### src/sv/atrlc_pkg.sv
// Shared types, constants and pattern tables for the AT response line classifier.
`default_nettype none

package atrlc_pkg;

    localparam int unsigned NUM_PATTERNS = 4;
    localparam logic [3:0]  PREFIX_LEN   = 4'd11;

    localparam logic [7:0] BYTE_CR     = 8'h0D;
    localparam logic [7:0] BYTE_LF     = 8'h0A;
    localparam logic [7:0] BYTE_PROMPT = 8'h3E;
    localparam logic [7:0] BYTE_SPACE  = 8'h20;
    localparam logic [7:0] BYTE_TAB    = 8'h09;

    localparam logic [1:0] PAT_OK  = 2'd0;
    localparam logic [1:0] PAT_ERR = 2'd1;
    localparam logic [1:0] PAT_CME = 2'd2;
    localparam logic [1:0] PAT_CMS = 2'd3;

    localparam logic [2:0] CLASS_OTHER = 3'd0;
    localparam logic [2:0] CLASS_OK    = 3'd1;
    localparam logic [2:0] CLASS_ERROR = 3'd2;
    localparam logic [2:0] CLASS_CME   = 3'd3;
    localparam logic [2:0] CLASS_CMS   = 3'd4;

    typedef struct packed {
        logic [3:0] candidate_alive;
        logic [3:0] match_position;
        logic       visible_seen;
    } matcher_t;

    localparam matcher_t MATCHER_CLEAR = '{candidate_alive: 4'hF,
                                           match_position:  4'd0,
                                           visible_seen:    1'b0};

    typedef struct packed {
        logic       line_done;
        logic [2:0] line_class;
        logic       in_response;
        logic       response_done;
        logic       prompt_consumed;
        logic       prompt_event;
    } result_t;

    function automatic logic is_blank(input logic [7:0] b);
        is_blank = (b == BYTE_SPACE) || (b == BYTE_TAB);
    endfunction

    function automatic logic [3:0] pattern_len(input logic [1:0] idx);
        unique case (idx)
            PAT_OK:  pattern_len = 4'd2;
            PAT_ERR: pattern_len = 4'd5;
            default: pattern_len = PREFIX_LEN;
        endcase
    endfunction

    // OK and ERROR must stand alone on the line; the error prefixes may be followed by text
    function automatic logic pattern_whole(input logic [1:0] idx);
        pattern_whole = (idx == PAT_OK) || (idx == PAT_ERR);
    endfunction

    function automatic logic [7:0] pattern_char(input logic [1:0] idx, input logic [3:0] pos);
        logic [7:0] ch;
        ch = 8'h00;
        case (idx)
            PAT_OK:
            begin
                case (pos)
                    4'd0:    ch = "O";
                    4'd1:    ch = "K";
                    default: ch = 8'h00;
                endcase
            end
            PAT_ERR:
            begin
                case (pos)
                    4'd0:    ch = "E";
                    4'd1:    ch = "R";
                    4'd2:    ch = "R";
                    4'd3:    ch = "O";
                    4'd4:    ch = "R";
                    default: ch = 8'h00;
                endcase
            end
            default:
            begin
                case (pos)
                    4'd0:    ch = "+";
                    4'd1:    ch = "C";
                    4'd2:    ch = "M";
                    4'd3:    ch = (idx == PAT_CME) ? "E" : "S";
                    4'd4:    ch = " ";
                    4'd5:    ch = "E";
                    4'd6:    ch = "R";
                    4'd7:    ch = "R";
                    4'd8:    ch = "O";
                    4'd9:    ch = "R";
                    4'd10:   ch = ":";
                    default: ch = 8'h00;
                endcase
            end
        endcase
        pattern_char = ch;
    endfunction

    function automatic logic [2:0] class_of(input matcher_t m);
        logic [2:0] cls;
        cls = CLASS_OTHER;
        if (m.candidate_alive[PAT_OK] && m.match_position >= pattern_len(PAT_OK))
            cls = CLASS_OK;
        else if (m.candidate_alive[PAT_ERR] && m.match_position >= pattern_len(PAT_ERR))
            cls = CLASS_ERROR;
        else if (m.candidate_alive[PAT_CME] && m.match_position >= pattern_len(PAT_CME))
            cls = CLASS_CME;
        else if (m.candidate_alive[PAT_CMS] && m.match_position >= pattern_len(PAT_CMS))
            cls = CLASS_CMS;
        class_of = cls;
    endfunction

endpackage

`default_nettype wire

### src/sv/at_response_line_classifier_top.sv
// AT response line classifier: byte-wise line splitter, trimmer and status matcher.
//
//  channel | handshake          | payload
//  --------+--------------------+-------------------------------------------------
//  in      | in_valid, in_stall | action, rx_byte, command_active, prompt_wanted
//  out     | out_valid,out_stall| line_done, line_class, in_response,
//          |                    | response_done, prompt_consumed, prompt_event
//
// One transaction per cycle in and out while neither side stalls; each result is registered.
// The matcher update is combinational from the input and the line state registers.
// A result register plus a one-entry skid buffer decouple the two sides; in_stall
// rises only when both hold a result, and comes from a register.
// rst_n clears the line state and empties both result entries.
`default_nettype none

module at_response_line_classifier_top (
    input  wire logic                   clk,
    input  wire logic                   rst_n,
    input  wire logic                   in_valid,
    output logic                        in_stall,
    input  wire logic                   action,
    input  wire logic [7:0]             rx_byte,
    input  wire logic                   command_active,
    input  wire logic                   prompt_wanted,
    output logic                        out_valid,
    input  wire logic                   out_stall,
    output logic                        line_done,
    output logic [2:0]                  line_class,
    output logic                        in_response,
    output logic                        response_done,
    output logic                        prompt_consumed,
    output logic                        prompt_event
);
    import atrlc_pkg::*;

    logic     partial_nonempty_reg, partial_nonempty_next;
    logic     last_was_cr_reg, last_was_cr_next;
    logic     before_last_was_cr_reg, before_last_was_cr_next;
    matcher_t matcher_reg, matcher_next;
    matcher_t snap0_reg, snap0_next;
    matcher_t snap1_reg, snap1_next;
    matcher_t matcher_fed;
    matcher_t snap_sel;
    result_t  res_next;

    logic     out_valid_reg;
    logic     skid_valid_reg;
    result_t  out_data_reg;
    result_t  skid_data_reg;

    logic     in_accept;
    logic     out_free;

    assign in_stall  = skid_valid_reg;
    assign in_accept = in_valid && !skid_valid_reg;
    assign out_free  = !out_valid_reg || !out_stall;

    always_comb
    begin
        matcher_fed = matcher_reg;
        if (matcher_reg.visible_seen || !is_blank(rx_byte))
        begin
            matcher_fed.visible_seen = 1'b1;
            for (int c = 0; c < NUM_PATTERNS; c++)
            begin
                if (matcher_reg.match_position < pattern_len(2'(c)))
                begin
                    if (rx_byte != pattern_char(2'(c), matcher_reg.match_position))
                        matcher_fed.candidate_alive[c] = 1'b0;
                end
                else if (pattern_whole(2'(c)) && !is_blank(rx_byte))
                begin
                    matcher_fed.candidate_alive[c] = 1'b0;
                end
            end
            if (matcher_reg.match_position < PREFIX_LEN)
                matcher_fed.match_position = matcher_reg.match_position + 4'd1;
        end
    end

    // CR CR LF endings look two bytes back so neither CR reaches the match
    assign snap_sel = before_last_was_cr_reg ? snap1_reg : snap0_reg;

    always_comb
    begin
        res_next                = '0;
        partial_nonempty_next   = partial_nonempty_reg;
        last_was_cr_next        = last_was_cr_reg;
        before_last_was_cr_next = before_last_was_cr_reg;
        matcher_next            = matcher_reg;
        snap0_next              = snap0_reg;
        snap1_next              = snap1_reg;
        if (action || (rx_byte == BYTE_LF && last_was_cr_reg))
        begin
            if (!action && snap_sel.visible_seen)
            begin
                res_next.line_done     = 1'b1;
                res_next.line_class    = class_of(snap_sel);
                res_next.in_response   = command_active;
                res_next.response_done = command_active && (class_of(snap_sel) != CLASS_OTHER);
            end
            partial_nonempty_next   = 1'b0;
            last_was_cr_next        = 1'b0;
            before_last_was_cr_next = 1'b0;
            matcher_next            = MATCHER_CLEAR;
            snap0_next              = MATCHER_CLEAR;
            snap1_next              = MATCHER_CLEAR;
        end
        else if (!partial_nonempty_reg && rx_byte == BYTE_PROMPT)
        begin
            res_next.prompt_consumed = 1'b1;
            res_next.prompt_event    = prompt_wanted;
        end
        else
        begin
            snap1_next              = snap0_reg;
            snap0_next              = matcher_reg;
            matcher_next            = matcher_fed;
            before_last_was_cr_next = last_was_cr_reg;
            last_was_cr_next        = (rx_byte == BYTE_CR);
            partial_nonempty_next   = 1'b1;
        end
    end

    always_ff @(posedge clk or negedge rst_n)
    begin
        if (!rst_n)
        begin
            partial_nonempty_reg   <= 1'b0;
            last_was_cr_reg        <= 1'b0;
            before_last_was_cr_reg <= 1'b0;
            matcher_reg            <= MATCHER_CLEAR;
            snap0_reg              <= MATCHER_CLEAR;
            snap1_reg              <= MATCHER_CLEAR;
        end
        else if (in_accept)
        begin
            partial_nonempty_reg   <= partial_nonempty_next;
            last_was_cr_reg        <= last_was_cr_next;
            before_last_was_cr_reg <= before_last_was_cr_next;
            matcher_reg            <= matcher_next;
            snap0_reg              <= snap0_next;
            snap1_reg              <= snap1_next;
        end
    end

    always_ff @(posedge clk or negedge rst_n)
    begin
        if (!rst_n)
        begin
            out_valid_reg  <= 1'b0;
            skid_valid_reg <= 1'b0;
        end
        else if (out_free)
        begin
            out_valid_reg  <= skid_valid_reg || in_accept;
            skid_valid_reg <= 1'b0;
        end
        else if (in_accept)
        begin
            skid_valid_reg <= 1'b1;
        end
    end

    always_ff @(posedge clk)
    begin
        if (out_free)
        begin
            if (skid_valid_reg)
                out_data_reg <= skid_data_reg;
            else if (in_accept)
                out_data_reg <= res_next;
        end
        else if (in_accept)
        begin
            skid_data_reg <= res_next;
        end
    end

    assign out_valid       = out_valid_reg;
    assign line_done       = out_data_reg.line_done;
    assign line_class      = out_data_reg.line_class;
    assign in_response     = out_data_reg.in_response;
    assign response_done   = out_data_reg.response_done;
    assign prompt_consumed = out_data_reg.prompt_consumed;
    assign prompt_event    = out_data_reg.prompt_event;

    a_skid_behind_out: assert property (@(posedge clk) disable iff (!rst_n)
        skid_valid_reg |-> out_valid_reg)
        else $error("skid entry held with empty result register");

    a_pos_saturates: assert property (@(posedge clk) disable iff (!rst_n)
        matcher_reg.match_position <= PREFIX_LEN)
        else $error("match position beyond prefix length");

    a_pos_needs_visible: assert property (@(posedge clk) disable iff (!rst_n)
        !matcher_reg.visible_seen |-> matcher_reg.match_position == 4'd0)
        else $error("match position moved before a visible byte");

    a_line_or_prompt: assert property (@(posedge clk) disable iff (!rst_n)
        out_valid_reg |-> !(out_data_reg.line_done && out_data_reg.prompt_consumed))
        else $error("line end and prompt in one transaction");

    a_done_needs_line: assert property (@(posedge clk) disable iff (!rst_n)
        out_valid_reg && out_data_reg.response_done |->
            out_data_reg.line_done && out_data_reg.in_response)
        else $error("response done without a finished response line");

endmodule

`default_nettype wire

### config.mk
export PLATFORM = sky130hd
export DESIGN_NAME = at_response_line_classifier_top
export DESIGN_NICKNAME = d
export VERILOG_FILES = /design/src/sv/atrlc_pkg.sv /design/src/sv/at_response_line_classifier_top.sv
export SDC_FILE = /design/constraint.sdc
export NUM_CORES = 1
export LEC_CHECK = 0
export BUFFER_PORTS_ARGS = -buffer_cell sky130_fd_sc_hd__buf_2
export CORE_UTILIZATION = 54
export CTS_CLUSTER_DIAMETER = 50
export DETAILED_ROUTE_END_ITERATION = 7
export HOLD_SLACK_MARGIN = 0.15
export PLACE_DENSITY = 0.76
export REMOVE_ABC_BUFFERS = 1
export SETUP_SLACK_MARGIN = 0.3
export SYNTH_ARGS = -nofsm -noshare
export SYNTH_HDL_FRONTEND = slang
export SYNTH_SLANG_ARGS = --single-unit
### constraint.sdc
create_clock -name clk -period 2.1 [get_ports clk]
set_clock_uncertainty 0.05 [all_clocks]
set_input_delay 0.42 -clock clk [delete_from_list [all_inputs] [get_ports clk]]
set_output_delay 0.42 -clock clk [all_outputs]
set_load 0.02 [all_outputs]
==> results of run 1 <==
==> power breakdown <==
| group | switching [mW] | internal [mW] | leakage, nW |
|---|---|---|---|
| combinational | 0.599 | 0.594 | 0.866 |
| clock | 0.326 | 0.479 | 0.0687 |
| sequential | 0.108 | 1.10 | 0.539 |
==> layout by cell type (no fill, tap or decap), types with 3 or more instances in the layout <==
master,Yosys,final
o21ai_2,0,3
nand2_1,29,29
clkbuf_8,0,5
ha_1,8,4
o21a_1,4,4
nand2b_1,3,3
nand3_1,4,4
a22o_1,5,5
nor3_1,7,6
buf_2,5,24
inv_1,14,12
ha_4,0,3
dfstp_2,12,12
mux2i_1,8,8
nor2_1,22,21
o22a_1,6,6
xnor2_1,7,7
dfrtp_2,0,4
edfxtp_1,16,16
buf_4,1,40
mux2_2,4,4
nand4_1,3,3
nor2b_1,5,3
o211ai_1,4,4
xor2_1,4,4
dfrtp_1,20,16
a21oi_1,15,12
o21ai_0,18,16
o31ai_1,5,5
==> area by class of cell <==
class,instances,area [um2]
Clock buffer,5,68.8
Clock inverter,3,68.8
Fill cell,326,1310
Inverter,14,55.1
Multi-Input combinational cell,204,1510
Sequential cell,48,1300
Tap cell,67,83.8
Timing Repair Buffer,66,450
==> final timing paths <==
path	start	endpoint	slack, ps	cells past startpoint
max in group asynchronous	rst_n	before_last_was_cr_reg	830	2
hold reg to reg	partial_nonempty_reg	partial_nonempty_reg	430	2
setup reg to reg	matcher_reg[1]	matcher_reg[6]	3	8
hold / removal	action	last_was_cr_reg	290	2
min in group asynchronous	rst_n	snap1_reg[3]	660	2
setup / recovery	matcher_reg[1]	matcher_reg[6]	3	8
==> per-stage QoR <==
stage          worst slack (ps)  TNS (ps)  power (mW)
2_1_floorplan             -53.4     -53.4        1.79
3_3_place_gp               9.15         0        2.13
3_5_place_dp               -101      -191        2.15
4_1_cts                    25.0         0        3.10
5_1_grt                   -82.6     -90.8        3.36
6_report                   3.24         0        3.20
==> layer usage <==
metal | vias to the layer above | track usage | wire length (um)
met5 | - | 0 | 0
met2 | 79 | 0.407 | 3290
met4 | 0 | 0.0962 | 102
met3 | 9 | 0.0466 | 267
li1 | 1148 | - | -
met1 | 1116 | 0.365 | 3050
==> critical path, stage by stage, from the launching register on <==
cell and delay [ps]:
dfrtp_1 410, inv_2 130, buf_12 120, ha_4 150, nor3b_4 220, o21a_1 150, o2111ai_1 100, or4_1 570
a21oi_2 130
==> repair_timing <==
action | in CTS | in global routing
hold endpoints to repair | 20 | 0
pin swaps | 4 | 7
endpoints found under the setup margin | 12 | 13
setup buffers | 9 | 2
hold buffers | 1 | 0
gates resized for setup | 18 | 19
==> cell families (layout without fill, tap and decap cells) <==
| group | Yosys count | after routing | share of synthesized area |
|---|---|---|---|
| fa+ha+maj | 8 | 8 | 0.0359 |
| flops | 48 | 48 | 0.465 |
| mux | 13 | 13 | 0.0489 |
| xor+xnor | 11 | 11 | 0.0345 |
| buf+inv | 30 | 88 | 0.0440 |
| simple gates | 95 | 95 | 0.178 |
| compound gates | 77 | 77 | 0.194 |
==> impl_metrics.toml, run 1 <==
[final_layout]
area_growth_pct = 26.8
final_cells = 407
n_antenna_cell = 0
num-nets-final = 362
fin_util = 0.729
drive_gt1_frac = 0.359
fin_area_um2 = 3540

[floorplan]
io_pins = 25
die_x_um = 73.9
initial_core_util = 0.575
core.rowCount = 25
coreArea_um2 = 4850
die_y_um = 73.9
dieArea_um2 = 5460

[route]
ant_nets = 0
drc = 0
via_per_inst = 5.78
wl_um = 6710
dr.pass1.iters = 4
drt_iter0_markers = 154
vias = 2352
avgRoutedWirePerCell_um = 16.5

[pwr]
irDropWorstVdd_mv = 0.546
power_density_nw_per_um2 = 906
leakage_nw = 1.47

[cts]
clk_latency_ps = 300
cts-root-buf = "clkbuf_8"
cts_tree = "yes"
cts_max_level = 2
clk_pin_slew_ps = 90
clockBufferDepth = 2
cts_made_buffers = 5
cts_sinks = 48

[yosys]
netlist_instances = 282
synth_warnings = 0
avgSynthCellArea_um2 = 9.89
synth_top_area_frac = 0.179
yosysMostFrequentCell = "nand2_1"
yosysTopAreaCell = "dfrtp_1"
synth_area_um2 = 2790
synth-seq-cells = 48
async_flop_share = 0.667
ys.flop_type = "dfrtp_1"
synth_edf_count = 16
synth_cell_types = 57
synth_area_leaders = "dfrtp_1 18%, edfxtp_1 17%, dfstp_2 11%"
synth.yosys.seq_area_share = 0.465
netlist_top_cells_count = "29 x nand2_1, 22 x nor2_1, 20 x dfrtp_1"

[timing]
finalCriticalPeriod_ps = 2100
rsz0062_at_grt = "true"
setup_viol = 0
worst_pin_slew_ps = 720
max_freq_mhz = 477
maxSlewViolCount = 0
worst_hold_slack_ps = 286
post-route-period-util = 0.998
hold_violations = 0
maxSlewHeadroom = 0.520

[grt]
grt_pass1_wl_um = 10600
grt_max_degree = 33
first_global_vias = 2208
grt_remaining_overflow = 0
track_usage = 0.261
antenna_found_initial = 0

[critical_path]
cp.arrival_ps = 2290
critPathRequiredTime_ps = 2290
crit_path_start_kind = "register"
critPathMaxFanout = 5
critPathKind = "register to register"
crit_path_end_kind = "register"

[flow_run]
maxCapViolations = 0

[placed_design]
place_area_um2 = 3150
gp_congestion = 0.896
portBuffers = 24
dp_hpwl_um = 4600
dp_cells = 387

[hold_path]
hold_class = "input port to register"

[outcome]
status = "complete, no violations"
(Power assumes the default switching activity.)
==> run 2: changes to the inputs <==
--- a/config.mk
+++ b/config.mk
@@ -10,7 +10,7 @@
 export CTS_CLUSTER_DIAMETER = 50
 export DETAILED_ROUTE_END_ITERATION = 7
 export HOLD_SLACK_MARGIN = 0.15
-export PLACE_DENSITY = 0.76
+export PLACE_DENSITY_LB_ADDON = 0.15
 export REMOVE_ABC_BUFFERS = 1
 export SETUP_SLACK_MARGIN = 0.3
 export SYNTH_ARGS = -nofsm -noshare
==> run 2 against run 1 <==
Against the previous run:
- worst hold slack gained 13 ps
- cell count is 1.2% higher
- highest routed layer unchanged
- register-to-register slack gained 40 ps
- sequential cell count did not move
- maximum frequency grew 1.7%
- first-iteration DRC count shrank 9.1%
- wire length is 5.6% higher
- via count grew 4.2%
- utilization up 2.0 points
- die area did not move
==> impl_metrics.toml, run 2 (same netlist as run 1, synthesis figures left out) <==
[final_layout]
drive_gt1_frac = 0.394
fillers = 326
num-nets-final = 367
n_antenna_cell = 0
final_common_cell = "buf_4"
final_cell_mix = "43 x buf_4, 29 x nand2_1, 24 x buf_2, 21 x nor2_1"
area_growth_pct = 30.3
fin_util = 0.750

[timing]
finalCriticalPeriod_ps = 2060
post-route-period-util = 0.982
setup_viol = 0
max_freq_mhz = 485
maxSlewViolCount = 0
maxSlewHeadroom = 0.519
hold_violations = 0
worst_pin_slew_ps = 721
worst_slack_ps = 38.7
rsz0062_at_grt = "true"

[critical_path]
critPathMaxFanout = 4
r2r_cells = 7
r2r-start = "matcher_reg[1]"
regToRegSetupSlack_ps = 40
critPathKind = "register to register"
crit_path_start_kind = "register"
r2r-end = "matcher_reg[7]"
cp.arrival_ps = 2230
crit_path_end_kind = "register"
critPathRequiredTime_ps = 2270

[floorplan]
io_pins = 25
initial_core_util = 0.575
die_y_um = 73.9
die_x_um = 73.9
coreArea_um2 = 4850
core.rowCount = 25
dieArea_um2 = 5460

[flow_run]
maxCapViolations = 0

[route]
met2RoutedLength_um = 3390
highest_layer = "met4"
vias = 2451
via_per_inst = 5.95
avgRoutedWirePerCell_um = 17.2
wl_met1_um = 3220
dr.pass1.iters = 4
ant_nets = 0
drt_iter0_markers = 140
wl_um = 7090
drc = 0
wl_met3_um = 301

[placed_design]
portBuffers = 24
gp_congestion = 0.881
pre_cts_ws_ps = -93.0
dp_hpwl_um = 4680

[grt]
first_global_vias = 2366
track_usage = 0.284
antenna_found_initial = 0
grt_max_degree = 33
grt_pass1_wl_um = 11400
grt_remaining_overflow = 0

[cts]
cts_max_level = 2
cts-root-buf = "clkbuf_8"
cts_made_buffers = 5
cts_tree = "yes"
clockBufferDepth = 2
clk_latency_ps = 310
cts_sinks = 48
clk_pin_slew_ps = 90

[hold_path]
hold_path_startpoint = "action"
worstHoldPathCells = 2
hold_class = "input port to register"
whs_endpoint = "last_was_cr_reg"

[pwr]
power_density_nw_per_um2 = 918
irDropWorstVdd_mv = 0.769
leakage_nw = 1.50

[outcome]
status = "complete, no violations"
## run 2: layout make-up
cell class	instances	area [um2]	share of cell area
Clock buffer	5	68.8	0.0189
Clock inverter	3	68.8	0.0189
Inverter	14	57.6	0.0158
Multi-Input combinational cell	204	1570	0.431
Sequential cell	48	1300	0.358
Tap cell	67	83.8	0.0231
Timing Repair Buffer	71	487	0.134
## run 2: worst max-delay path by stage
stage / endpoint / slack [ps] / start
global route: matcher_reg[7] / -40 / matcher_reg[1]
detailed placement: matcher_reg[7] / -90 / matcher_reg[2]
CTS: matcher_reg[6] / 110 / matcher_reg[1]
global placement: matcher_reg[7] / 5 / matcher_reg[1]
floorplan: matcher_reg[7] / -50 / matcher_reg[2]
finish: matcher_reg[7] / 40 / matcher_reg[1]
## run 2: critical path, cell delays in order (launching register included)
cell and delay (ps):
dfrtp_2 470, inv_4 120, ha_4 180, nor2b_4 170, a21oi_2 60, xnor2_1 130
or4_4 550, o311ai_2 240
## run 2: what timing repair did
action | CTS | global route
endpoints found under the setup margin | 12 | 11
hold buffers | 1 | 0
buffers inserted | 12 | 5
resized for setup | 47 | 11
pin swaps | 10 | 4
cloned | 0 | 0
endpoints found under the hold margin | 20 | 0
## run 2: routing by layer
layer	GRT usage	vias to the layer above
met3	0.0384	15
met2	0.453	84
li1	-	1159
met4	0.118	0
met5	0	-
met1	0.390	1193
## run 2: power by group
group | total, mW | internal (mW) | switching, mW | leakage [nW]
Clock | 0.816 | 0.480 | 0.336 | 0.0687
Combinational | 1.32 | 0.662 | 0.658 | 0.890
Sequential | 1.20 | 1.10 | 0.102 | 0.539
Total | 3.34 | 2.24 | 1.10 | 1.50
## run 2: metrics by stage
stage / cell area, um2 / instances / hold WS (ps) / power [mW] / TNS (ps)
global route: 3630 / 412 / 302 / 3.50 / -45.8
finish: 3630 / 412 / 299 / 3.34 / 0
detailed placement: 3140 / 386 / 424 / 2.16 / -164
CTS: 3570 / 407 / 295 / 3.26 / 0
global placement: 3140 / 386 / 415 / 2.14 / 0
floorplan: 2720 / 266 / 74.4 / 1.79 / -53.4
